**config.mk**
```make
export PLATFORM = sky130hd
export DESIGN_NAME = tagged_number_encoder
export DESIGN_NICKNAME = d
export VERILOG_FILES = /design/src/sv/tne_pkg.sv /design/src/sv/tne_core.sv /design/src/sv/tne_serialiser.sv /design/src/sv/tagged_number_encoder.sv
export VERILOG_INCLUDE_DIRS = /design/src /design/src/sv
export SDC_FILE = /design/constraint.sdc
export NUM_CORES = 1
export LEC_CHECK = 0
export BUFFER_PORTS_ARGS = -buffer_cell sky130_fd_sc_hd__buf_2
export CELL_PAD_IN_SITES_DETAIL_PLACEMENT = 1
export CELL_PAD_IN_SITES_GLOBAL_PLACEMENT = 1
export CORE_MARGIN = 5
export CORE_UTILIZATION = 45
export CTS_CLUSTER_DIAMETER = 150
export DETAILED_ROUTE_END_ITERATION = 7
export PLACE_DENSITY_LB_ADDON = 0.1
export REMOVE_ABC_BUFFERS = 1
export SLEW_MARGIN = 20
export SYNTH_ARGS = -nofsm -noshare
export SYNTH_HDL_FRONTEND = slang
export SYNTH_SLANG_ARGS = --single-unit
```
**constraint.sdc**
```tcl
create_clock -name clk -period 17.2 [get_ports clk]
set_input_delay 1.72 -clock clk [delete_from_list [all_inputs] [get_ports clk]]
set_output_delay 1.72 -clock clk [all_outputs]
set_load 0.01 [all_outputs]
```
**src/sv/tagged_number_encoder_assert.svh**
```systemverilog
// ----------------------------------------------------------------------------
// Assertion macros for the tagged number encoder
// Clocked, reset-qualified property checks; empty in synthesis.
// ----------------------------------------------------------------------------
`ifndef TAGGED_NUMBER_ENCODER_ASSERT_SVH
`define TAGGED_NUMBER_ENCODER_ASSERT_SVH
`ifndef SYNTHESIS
`define TNE_ASSERT_ALWAYS(lbl, expr) \
    lbl: assert property (@(posedge clk) disable iff (!rst_n) (expr)) \
        else $error("tne assertion failed");
`define TNE_ASSERT_NEXT(lbl, ante, cons) \
    lbl: assert property (@(posedge clk) disable iff (!rst_n) (ante) |=> (cons)) \
        else $error("tne assertion failed");
`else
`define TNE_ASSERT_ALWAYS(lbl, expr)
`define TNE_ASSERT_NEXT(lbl, ante, cons)
`endif
`endif

```
**src/sv/tne_pkg.sv**
```systemverilog
// ----------------------------------------------------------------------------
// tne_pkg
// Shared types and constants of the tagged number encoder.
// ----------------------------------------------------------------------------
package tne_pkg;

    // One encoded number: bytes in send order from bit 0 up, and byte count
    typedef struct packed {
        logic [71:0] data;
        logic [3:0]  count;
    } tne_enc_t;

    localparam logic [7:0] PFX_F32 = 8'hca;
    localparam logic [7:0] PFX_F64 = 8'hcb;
    localparam logic [7:0] PFX_U8  = 8'hcc;
    localparam logic [7:0] PFX_U16 = 8'hcd;
    localparam logic [7:0] PFX_U32 = 8'hce;
    localparam logic [7:0] PFX_I8  = 8'hd0;
    localparam logic [7:0] PFX_I16 = 8'hd1;
    localparam logic [7:0] PFX_I32 = 8'hd2;

    // +(2^53-1) as a double, magnitude part
    localparam logic [62:0] SAFE_MAX_MAG = 63'h433f_ffff_ffff_ffff;
    // Significand of the double nearest 1e-4; its weight is 2^-66
    localparam logic [52:0] TOL_MANT = 53'h1a_36e2_eb1c_432d;
    localparam logic [30:0] F32_INF_MAG = 31'h7f80_0000;

endpackage

```
**src/sv/tne_core.sv**
```systemverilog
// ----------------------------------------------------------------------------
// tne_core
// Three-stage pipeline: integer decode, float32 rounding, error test and pack.
// ----------------------------------------------------------------------------
module tne_core (
    input  logic              clk,
    input  logic              rst_n,
    input  logic              in_valid,
    output logic              in_stall,
    input  logic [63:0]       value_bits,
    output logic              enc_valid,
    input  logic              enc_take,
    output tne_pkg::tne_enc_t enc
);
    import tne_pkg::*;

    logic v1_reg, v2_reg, v3_reg;
    logic rdy1, rdy2, rdy3;

    assign rdy3     = !v3_reg || enc_take;
    assign rdy2     = !v2_reg || rdy3;
    assign rdy1     = !v1_reg || rdy2;
    assign in_stall = !rdy1;

    // ---------------- stage 1: special values, integer form
    logic [63:0] sb;
    logic [10:0] ex0;
    logic [51:0] fr0;
    logic [52:0] mant0, mag53, lowmask;
    logic [5:0]  ish;
    logic        int_ok_next;
    logic [31:0] int_val_next, m32;

    always_comb
    begin
        if (value_bits[62:52] == 11'h7ff)
            sb = (value_bits[51:0] != 52'd0) ? 64'd0 : {value_bits[63], SAFE_MAX_MAG};
        else
            sb = value_bits;
        ex0     = sb[62:52];
        fr0     = sb[51:0];
        mant0   = {1'b1, fr0};
        ish     = 6'(11'd1075 - ex0);
        mag53   = mant0 >> ish;
        lowmask = ~({53{1'b1}} << ish);
        m32     = mag53[31:0];
        int_ok_next  = 1'b0;
        int_val_next = 32'd0;
        if (ex0 == 11'd0)
        begin
            int_ok_next = (fr0 == 52'd0);
        end
        else if (ex0 >= 11'd1023 && ex0 <= 11'd1054)
        begin
            int_ok_next  = ((mant0 & lowmask) == 53'd0) &&
                           (ex0 <= 11'd1053 || (sb[63] && fr0 == 52'd0));
            int_val_next = sb[63] ? (32'd0 - m32) : m32;
        end
    end

    logic [63:0] s1_bits_reg;
    logic        s1_int_ok_reg;
    logic [31:0] s1_int_val_reg;

    // ---------------- stage 2: round to float32
    logic [10:0] ex1;
    logic [52:0] mant1;
    logic [28:0] lo;
    logic        rnd;
    logic [30:0] fmag_next;
    logic [29:0] k_next;
    logic [11:0] tsh;
    logic [10:0] rsh;
    logic [106:0] shd;
    logic        alw_next, nev_next;

    always_comb
    begin
        ex1   = s1_bits_reg[62:52];
        mant1 = {1'b1, s1_bits_reg[51:0]};
        lo    = s1_bits_reg[28:0];
        tsh   = 12'({1'b0, ex1} - 12'd1009);
        rsh   = 11'd926 - ex1;
        shd   = {mant1, 54'd0} >> rsh[5:0];
        rnd   = 1'b0;
        fmag_next = 31'd0;
        k_next    = 30'd0;
        alw_next  = 1'b0;
        nev_next  = 1'b0;
        if (ex1 == 11'd0)
        begin
            alw_next = 1'b1;
        end
        else if (ex1 <= 11'd896)
        begin
            // float32 subnormal or zero; error is far below the tolerance
            alw_next = 1'b1;
            if (rsh < 11'd55)
            begin
                rnd = shd[53] && ((|shd[52:0]) || shd[54]);
                fmag_next = 31'(shd[77:54]) + 31'(rnd);
            end
        end
        else if (ex1 > 11'd1150)
        begin
            nev_next = 1'b1;
        end
        else
        begin
            rnd = lo[28] && ((lo[27:0] != 28'd0) || s1_bits_reg[29]);
            fmag_next = {8'(ex1 - 11'd896), s1_bits_reg[51:29]} + 31'(rnd);
            k_next = rnd ? (30'h2000_0000 - {1'b0, lo}) : {1'b0, lo};
            alw_next = tsh[11] || (k_next == 30'd0);
            nev_next = (fmag_next == F32_INF_MAG) ||
                       (!alw_next && tsh >= 12'd54);
        end
    end

    logic [63:0] s2_bits_reg;
    logic        s2_int_ok_reg;
    logic [31:0] s2_int_val_reg;
    logic [30:0] s2_fmag_reg;
    logic [29:0] s2_k_reg;
    logic [5:0]  s2_tsh_reg;
    logic        s2_alw_reg, s2_nev_reg;

    // ---------------- stage 3: tolerance test and byte packing
    logic [82:0] err_scaled;
    logic        f32_ok;
    logic signed [31:0] t;
    tne_enc_t    enc_next;

    always_comb
    begin
        err_scaled = {53'd0, s2_k_reg} << s2_tsh_reg;
        f32_ok = !s2_nev_reg && (s2_alw_reg || err_scaled < 83'(TOL_MANT));
        t = s2_int_val_reg;
        enc_next.data  = {s2_bits_reg, PFX_F64};
        enc_next.count = 4'd9;
        if (s2_int_ok_reg)
        begin
            if (t >= 0)
            begin
                if (t < 32'sd128)
                begin
                    enc_next.data = {64'd0, t[7:0]};         enc_next.count = 4'd1;
                end
                else if (t < 32'sd256)
                begin
                    enc_next.data = {56'd0, t[7:0], PFX_U8}; enc_next.count = 4'd2;
                end
                else if (t < 32'sd65536)
                begin
                    enc_next.data = {48'd0, t[15:0], PFX_U16}; enc_next.count = 4'd3;
                end
                else
                begin
                    enc_next.data = {32'd0, t, PFX_U32};     enc_next.count = 4'd5;
                end
            end
            else
            begin
                if (t >= -32'sd32)
                begin
                    enc_next.data = {64'd0, t[7:0]};         enc_next.count = 4'd1;
                end
                else if (t >= -32'sd128)
                begin
                    enc_next.data = {56'd0, t[7:0], PFX_I8}; enc_next.count = 4'd2;
                end
                else if (t >= -32'sd32768)
                begin
                    enc_next.data = {48'd0, t[15:0], PFX_I16}; enc_next.count = 4'd3;
                end
                else
                begin
                    enc_next.data = {32'd0, t, PFX_I32};     enc_next.count = 4'd5;
                end
            end
        end
        else if (f32_ok)
        begin
            enc_next.data  = {32'd0, s2_bits_reg[63], s2_fmag_reg, PFX_F32};
            enc_next.count = 4'd5;
        end
    end

    tne_enc_t enc_reg;

    always_ff @(posedge clk or negedge rst_n)
    begin
        if (!rst_n)
        begin
            v1_reg <= 1'b0;
            v2_reg <= 1'b0;
            v3_reg <= 1'b0;
        end
        else
        begin
            if (rdy1) v1_reg <= in_valid;
            if (rdy2) v2_reg <= v1_reg;
            if (rdy3) v3_reg <= v2_reg;
        end
    end

    always_ff @(posedge clk)
    begin
        if (rdy1)
        begin
            s1_bits_reg    <= sb;
            s1_int_ok_reg  <= int_ok_next;
            s1_int_val_reg <= int_val_next;
        end
        if (rdy2)
        begin
            s2_bits_reg    <= s1_bits_reg;
            s2_int_ok_reg  <= s1_int_ok_reg;
            s2_int_val_reg <= s1_int_val_reg;
            s2_fmag_reg    <= fmag_next;
            s2_k_reg       <= k_next;
            s2_tsh_reg     <= tsh[5:0];
            s2_alw_reg     <= alw_next;
            s2_nev_reg     <= nev_next;
        end
        if (rdy3)
            enc_reg <= enc_next;
    end

    assign enc_valid = v3_reg;
    assign enc       = enc_reg;

endmodule

```
**src/sv/tne_serialiser.sv**
```systemverilog
// ----------------------------------------------------------------------------
// tne_serialiser
// Sends a packed encoding one byte per transfer; loads the next on the last.
// ----------------------------------------------------------------------------
`include "tagged_number_encoder_assert.svh"
module tne_serialiser (
    input  logic              clk,
    input  logic              rst_n,
    input  logic              enc_valid,
    output logic              enc_take,
    input  tne_pkg::tne_enc_t enc,
    output logic              out_valid,
    input  logic              out_stall,
    output logic [7:0]        out_byte,
    output logic              last_byte
);
    import tne_pkg::*;

    logic        ov_reg;
    logic [3:0]  cnt_reg;
    logic [71:0] buf_reg;
    logic        sent, load;

    assign sent     = ov_reg && !out_stall;
    assign load     = enc_valid && (!ov_reg || (sent && cnt_reg == 4'd1));
    assign enc_take = load;

    always_ff @(posedge clk or negedge rst_n)
    begin
        if (!rst_n)
        begin
            ov_reg  <= 1'b0;
            cnt_reg <= 4'd0;
        end
        else if (load)
        begin
            ov_reg  <= 1'b1;
            cnt_reg <= enc.count;
        end
        else if (sent)
        begin
            ov_reg  <= (cnt_reg != 4'd1);
            cnt_reg <= cnt_reg - 4'd1;
        end
    end

    always_ff @(posedge clk)
    begin
        if (load)
            buf_reg <= enc.data;
        else if (sent)
            buf_reg <= {8'd0, buf_reg[71:8]};
    end

    assign out_valid = ov_reg;
    assign out_byte  = buf_reg[7:0];
    assign last_byte = (cnt_reg == 4'd1);

    `TNE_ASSERT_ALWAYS(a_cnt_range, !ov_reg || (cnt_reg != 4'd0 && cnt_reg <= 4'd9))
    `TNE_ASSERT_NEXT(a_load_data, load, buf_reg == $past(enc.data))
    `TNE_ASSERT_NEXT(a_keep_going, sent && cnt_reg != 4'd1, ov_reg && cnt_reg == $past(cnt_reg) - 4'd1)

endmodule

```
**src/sv/tagged_number_encoder.sv**
```systemverilog
// ----------------------------------------------------------------------------
// tagged_number_encoder
// Encodes IEEE-754 doubles into variable-length tagged byte streams.
// ----------------------------------------------------------------------------
// Input channel: in_valid / in_stall with value_bits, one double per transfer.
// Output channel: out_valid / out_stall with out_byte and last_byte, one byte
// per transfer, prefix first; last_byte flags the final byte of a number.
// Forms: int fixints and 0xcc..0xd2 integers, 0xca float32, 0xcb float64.
// NaN goes out as 0x00; infinities as +/-(2^53-1) in the double form.
// A number passes the stage 1, 2 and 3 registers and then the output
// register before its first byte is offered.
// Throughput: one output byte per cycle while out_stall is low; a number is
// 1 to 9 bytes long, and the byte count of the encoding sets the rate.
// Input is taken every cycle while the pipeline has room.
// Reset clears all valid bits; no clearing pass is needed.
// While out_stall is high the output byte holds, and the pipeline fills and
// then raises in_stall; nothing is dropped or repeated.
// ----------------------------------------------------------------------------
module tagged_number_encoder (
    input  logic        clk,
    input  logic        rst_n,
    input  logic        in_valid,
    output logic        in_stall,
    input  logic [63:0] value_bits,
    output logic        out_valid,
    input  logic        out_stall,
    output logic [7:0]  out_byte,
    output logic        last_byte
);
    import tne_pkg::*;

    tne_enc_t enc;
    logic     enc_valid;
    logic     enc_take;

    // Classification and packing pipeline
    tne_core u_core (
        .clk        (clk),
        .rst_n      (rst_n),
        .in_valid   (in_valid),
        .in_stall   (in_stall),
        .value_bits (value_bits),
        .enc_valid  (enc_valid),
        .enc_take   (enc_take),
        .enc        (enc)
    );

    // Byte-wide output register
    tne_serialiser u_ser (
        .clk       (clk),
        .rst_n     (rst_n),
        .enc_valid (enc_valid),
        .enc_take  (enc_take),
        .enc       (enc),
        .out_valid (out_valid),
        .out_stall (out_stall),
        .out_byte  (out_byte),
        .last_byte (last_byte)
    );

endmodule
```
==> results of run 1 <==
==> layer usage <==
| metal | share of wire (%) | vias up |
|---|---|---|
| met5 | 0.010 | - |
| met2 | 47 | 1480 |
| li1 | - | 12000 |
| met1 | 40 | 14200 |
| met4 | 6.7 | 4 |
| met3 | 6.8 | 341 |
==> logic make-up (layout without fill, tap and decap cells) <==
logic type | after synthesis | after routing | share of synthesized area [%]
other cells | 1 | 1 | 0.0119
flops | 419 | 419 | 39.7
xor+xnor | 102 | 102 | 2.88
compound gates | 731 | 731 | 15.6
mux | 442 | 442 | 18.4
buf+inv | 342 | 274 | 4.89
fa+ha+maj | 16 | 16 | 0.634
simple gates | 1134 | 1134 | 17.9
==> final timing paths <==
kind | from | end | slack (ns) | depth (start not counted)
hold reg to reg | u_core.s1_int_val_reg[20] | u_core.s2_int_val_reg[20] | 0.42 | 0
setup reg to reg | u_core.s1_bits_reg[53] | u_core.s2_fmag_reg[17] | 11.10 | 13
max in group asynchronous | rst_n | u_core.v2_reg | 16.03 | 1
min in group asynchronous | rst_n | u_core.enc_valid | 0.99 | 1
setup / recovery | value_bits[52] | u_core.s1_int_val_reg[31] | 9.77 | 14
hold / removal | u_core.s1_int_val_reg[20] | u_core.s2_int_val_reg[20] | 0.42 | 0
==> area by class of cell <==
| type | count | area [um^2] | area share (%) |
|---|---|---|---|
| multi-input combinational | 2426 | 17600 | 52.0 |
| clock buffer | 53 | 1190 | 3.50 |
| timing repair buffer | 145 | 916 | 2.70 |
| clock inverter | 27 | 267 | 0.787 |
| tap | 940 | 1180 | 3.47 |
| sequential | 419 | 12500 | 37.0 |
| inverter | 49 | 184 | 0.543 |
==> power groups by stage <==
stage | clock [mW] | sequential (mW) | combinational, mW
final | 0.963 | 1.43 | 1.41
after global routing | 1.03 | 1.43 | 1.47
after CTS | 0.975 | 1.42 | 1.37
after detailed placement | 0 | 1.44 | 1.36
after global placement | 0 | 1.43 | 1.33
after floorplan | 0 | 1.41 | 0.885
==> stage by stage <==
stage	power (mW)	hold WS [ns]	util, %
after floorplan	2.29	0.400	-
after global placement	2.76	0.405	46.4
after detailed placement	2.80	0.408	46.4
after CTS	3.77	0.421	48.5
after global routing	3.94	0.434	48.6
final	3.80	0.416	48.6
==> cells in the mapped netlist, drive strengths merged (49+ instances only) <==
library cell,number
a21oi,159
and2,58
buf,115
clkbuf,178
edfxtp,411
mux2,114
mux2i,230
mux4,98
nand2,365
nand3,94
nor2,240
nor3,76
o21ai,169
xnor2,53
xor2,49
==> impl_metrics.py, run 1 <==
metrics = {
    "final_layout": {
        "layout_commonest_cell": "edfxtp_1",
        "nFillCells": 7628,
        "finalNonFillerCells": 4059,
        "area_growth_pct": 7.38,
        "stdcell_area_um2": 33900,
        "drive_above_1_share_pct": 15.9,
        "diodes": 0,
        "nets": 3170,
        "largest_reg_flops": 76,
        "final_cell_mix": "edfxtp_1, nand2_1, nor2_1, mux2i_1, a21oi_1",
    },
    "clocking": {
        "postCtsSetupBuffers": 0,
        "cts.repair.resized": 0,
        "clock-root-buffer": "clkbuf_16",
        "numCtsBuffers": 45,
        "clock_latency_ns": 0.58,
        "cts.sinks": 419,
        "htree_levels": 2,
        "clockBufferDepth": 3,
        "clkTransAtPathRegs_ns": 0.06,
        "cts_tree": "yes",
        "holdBufCountCts": 0,
    },
    "timing": {
        "setup_ws_ns": 9.77,
        "finalHoldViolations": 0,
        "clock_skew_ns": 0.0373,
        "setup_violations": 0,
        "rsz0062_at_grt": "false",
        "worst_pin_slew_ns": 1.18,
        "max_freq_mhz": 135,
        "report.final.slew_viol_count": 0,
        "period_share_pct": 43.2,
        "max_slew_margin_pct": 20.8,
        "fin_setup_tns_ns": 0,
        "min_period_ns": 7.43,
    },
    "grt": {
        "grt_pass1_wl_um": 196000,
        "use_met3_pct": 3.90,
        "gr-total-overflow": 0,
        "grt_pass1_vias": 28200,
        "antenna_found_initial": 3,
        "met2_usage_pct": 57.4,
        "grt_max_degree": 78,
        "grt_usage_pct": 34.8,
        "busiest_layer": "met2",
        "met1_usage_pct": 45.2,
    },
    "yosys": {
        "netlist_area_um2": 31600,
        "synth_cell_type_count": 104,
        "yosysWarnings": 0,
        "synth.area.top_cells": "edfxtp_1, mux2i_1, mux4_2",
        "avgSynthCellArea_um2": 9.90,
        "synth-seq-area-share_pct": 39.7,
        "async_flop_share_pct": 1.91,
        "synth.top_cell.area_share_pct": 39.1,
        "synthCells": 3187,
        "synth-seq-cells": 419,
        "synth_edf_count": 411,
        "ys.flop_type": "edfxtp_1",
        "synth_top_area_cell": "edfxtp_1",
    },
    "placed_design": {
        "dpl_worst_slack_ns": 9.27,
        "gp_congestion": 1.01,
        "dpl-instance-area_um2": 32400,
        "dpl.cell_count": 3978,
        "port-buffer-count": 78,
        "dpl.hpwl_um": 100000,
    },
    "pwr": {
        "clkPwrFrac_pct": 25.3,
        "comb_power_share_pct": 37.0,
        "power_density_nw_per_um2": 112,
        "p_sw_share_pct": 38.7,
        "p_int_mw": 2.33,
        "cellLeakagePower_nw": 12.0,
        "switchingPower_mw": 1.47,
        "seq_power_share_pct": 37.6,
        "ir_worst_vdd_v": 0.0000732,
    },
    "critical_path": {
        "cp-start-kind": "primary input",
        "critPathSlowestCell": "or4_1",
        "cp-end-kind": "flip-flop",
        "cp_cell_sequence": "buf_2 -> buf_4 -> nand2_2 -> o31ai_4 -> buf_4 -> inv_2 -> mux2i_1 -> o22ai_1 -> nor4_2 -> nand4_1 -> or4_1 -> nor4_2 -> a31oi_1 -> mux2i_1",
        "path_buf_inv": 4,
        "worst-path-max-fanout": 51,
        "crit_family": "simple AND/OR/NAND/NOR gates",
        "setup.worst_path.class": "in -> reg",
        "cp.arrival_ns": 7.74,
        "worst-endpoint-required_ns": 17.51,
        "slowest_delay_ns": 0.66,
    },
    "routing": {
        "ant_nets": 0,
        "dr.pass1.iters": 6,
        "wl_per_cell_um": 33.4,
        "vias_per_cell": 6.90,
        "vias": 28000,
        "routed_wl_um": 136000,
        "drc_errors": 0,
        "drtIter0Drc": 3193,
    },
    "die": {
        "initial_core_util_pct": 45.2,
        "die-width_um": 275,
        "ios": 79,
        "die-area_um2": 75500,
        "die_h_um": 275,
        "core_um2": 69800,
        "rows": 97,
    },
    "flow_run": {
        "maxCapViolations": 0,
    },
    "min_path": {
        "hp-class": "reg -> reg",
    },
    "run_status": {
        "status": "completed",
    },
}
Power figures use the tool's default switching activity.
==> inputs of run 2 (changes only) <==
Clock period 17.2 ns to 6.1 ns, I/O delays scaled along.
==> run 2 against run 1 <==
  * Cell area grew 1.4%
  * Worst hold slack worse by 0.19 ns
  * Sequential power increased to 2.8 times the previous value
  * Critical endpoint is now u_core.enc[35]
  * Total power increased to 2.8 times the previous value
==> impl_metrics.py, run 2 (synthesis gave the netlist of run 1 again) <==
metrics = {
    "run_status": {
        "status": "completed",
    },
    "grt": {
        "grt_usage_pct": 34.4,
        "antenna_found_initial": 6,
        "grt_pass1_wl_um": 195000,
        "grt_pass1_vias": 28400,
        "gr-total-overflow": 0,
        "grt_max_degree": 168,
    },
    "die": {
        "ios": 79,
        "die-width_um": 275,
        "initial_core_util_pct": 45.2,
        "die-area_um2": 75500,
        "core_um2": 69800,
        "die_h_um": 275,
        "rows": 97,
    },
    "routing": {
        "dr.pass1.iters": 6,
        "routed_wl_um": 133000,
        "drc_errors": 0,
        "ant_nets": 0,
        "wl_per_cell_um": 32.4,
        "vias": 27900,
        "vias_per_cell": 6.80,
        "drtIter0Drc": 3331,
    },
    "critical_path": {
        "r2r_start": "u_core.s2_tsh_reg[0]",
        "worst-endpoint-required_ns": 6.41,
        "worst-path-max-fanout": 44,
        "rr_endpoint": "u_core.enc[35]",
        "cp-end-kind": "flip-flop",
        "cp-start-kind": "flip-flop",
        "r2r_cells": 13,
        "r2r_slack_ns": 0.69,
        "cp.arrival_ns": 5.72,
        "setup.worst_path.class": "reg -> reg",
    },
    "clocking": {
        "clock_latency_ns": 0.58,
        "clock-root-buffer": "clkbuf_16",
        "numCtsBuffers": 46,
        "clkTransAtPathRegs_ns": 0.06,
        "clockBufferDepth": 3,
        "htree_levels": 2,
        "cts.sinks": 419,
        "postCtsSetupBuffers": 0,
        "cts_tree": "yes",
    },
    "final_layout": {
        "layout_commonest_cell": "edfxtp_1",
        "area_growth_pct": 8.85,
        "layout.core_utilization_pct": 49.2,
        "nFillCells": 7727,
        "largest_reg_flops": 76,
        "nets": 3216,
        "multi_input_area_um2": 17600,
        "stdcell_area_um2": 34400,
        "drive_above_1_share_pct": 16.8,
        "finalNonFillerCells": 4107,
        "seq_area_um2": 12500,
        "final_cell_mix": "edfxtp_1, nand2_1, nor2_1, mux2i_1, a21oi_1",
    },
    "placed_design": {
        "dpl-instance-area_um2": 32900,
        "dpl.hpwl_um": 99600,
        "dpl.cell_count": 4023,
        "port-buffer-count": 78,
        "gp_congestion": 1.06,
    },
    "min_path": {
        "hp-class": "in -> reg",
        "holdPathEnd": "u_core.v1_reg",
        "min_from": "in_valid",
        "hold_depth": 2,
    },
    "flow_run": {
        "maxCapViolations": 0,
    },
    "pwr": {
        "cellLeakagePower_nw": 12.3,
        "p_total_mw": 10.7,
        "power_density_nw_per_um2": 312,
        "ir_worst_vdd_v": 0.000241,
    },
    "timing": {
        "whs_ns": 0.230,
        "min_period_ns": 5.41,
        "rsz0062_at_grt": "false",
        "report.final.slew_viol_count": 0,
        "finalHoldViolations": 0,
        "setup_violations": 0,
        "period_share_pct": 88.7,
        "max_freq_mhz": 185,
        "clock_skew_ns": 0.0260,
        "max_slew_margin_pct": 26.7,
        "worst_pin_slew_ns": 1.10,
    },
}
-- run 2: cell count changes in the layout (fill, tap and decap cells not counted), moves of 2 or more --
| cell | before | now |
|---|---|---|
| clkbuf_8 | 3 | 0 |
| buf_4 | 67 | 103 |
| clkinv_4 | 3 | 0 |
| clkbuf_16 | 45 | 47 |
| diode_2 | 0 | 3 |
| buf_12 | 0 | 9 |
| clkinv_1 | 8 | 15 |
| clkinv_2 | 9 | 5 |
-- run 2: metrics by stage --
stage	setup slack (ns)	TNS, ns
5_1_grt	0.324	0
4_1_cts	0.659	0
6_report	0.687	0
3_3_place_gp	0.570	0
3_5_place_dp	0.681	0
2_1_floorplan	-1.61	-88.48
-- run 2: cell type report --
class	instances	share of cell area (%)
inverter	49	0.535
sequential	419	36.5
tap	940	3.42
clock inverter	28	0.801
timing repair buffer	190	3.93
antenna	3	0.0219
clock buffer	52	3.48
multi-input combinational	2426	51.3
-- run 2: how the worst max path moves through the flow --
stage                                 from                     end  slack [ns]  cells after the start
detailed placement    u_core.s2_tsh_reg[1]          u_core.enc[35]        0.68                     13
global route        u_core.s1_bits_reg[53]  u_core.s2_fmag_reg[23]        0.32                     13
floorplan           u_core.s1_bits_reg[52]  u_core.s2_fmag_reg[22]       -1.61                     14
CTS                   u_core.s2_tsh_reg[1]          u_core.enc[35]        0.66                     13
global placement      u_core.s2_tsh_reg[1]          u_core.enc[74]        0.57                     13
finish                u_core.s2_tsh_reg[0]          u_core.enc[35]        0.69                     13
-- run 2: timing repair --
action                    in CTS  in global routing
gates resized for setup        0                  0
hold buffers                   1                  0
hold endpoints to repair       8                  0
-- run 2: power by group --
part | leakage [nW] | switching (mW) | internal, mW
Clock | 0.708 | 1.16 | 1.58
Sequential | 3.89 | 0.410 | 3.63
Combinational | 7.66 | 2.49 | 1.44
Total | 12.3 | 4.06 | 6.65
-- run 2: layer usage --
| layer | wire length, um | share of wire, % | track usage [%] | vias up |
|---|---|---|---|---|
| met2 | 61600 | 46 | 55.9 | 1423 |
| li1 | - | - | - | 12000 |
| met5 | 0 | 0 | 0 | - |
| met4 | 9190 | 6.9 | 18.4 | 0 |
| met3 | 9010 | 6.8 | 4.84 | 400 |
| met1 | 53200 | 40 | 44.7 | 14000 |
-- run 2: worst max-delay path, cell delays in order, from the launching register on --
cell,delay [ns]
edfxtp_1,0.69
buf_12,0.32
mux4_2,0.60
a22oi_2,0.28
inv_2,0.05
a2111oi_0,0.43
a221oi_1,0.16
or4_1,0.49
a211oi_1,0.57
o221ai_1,0.31
a311oi_4,0.36
buf_12,0.28
mux2i_1,0.39
o21ai_1,0.14
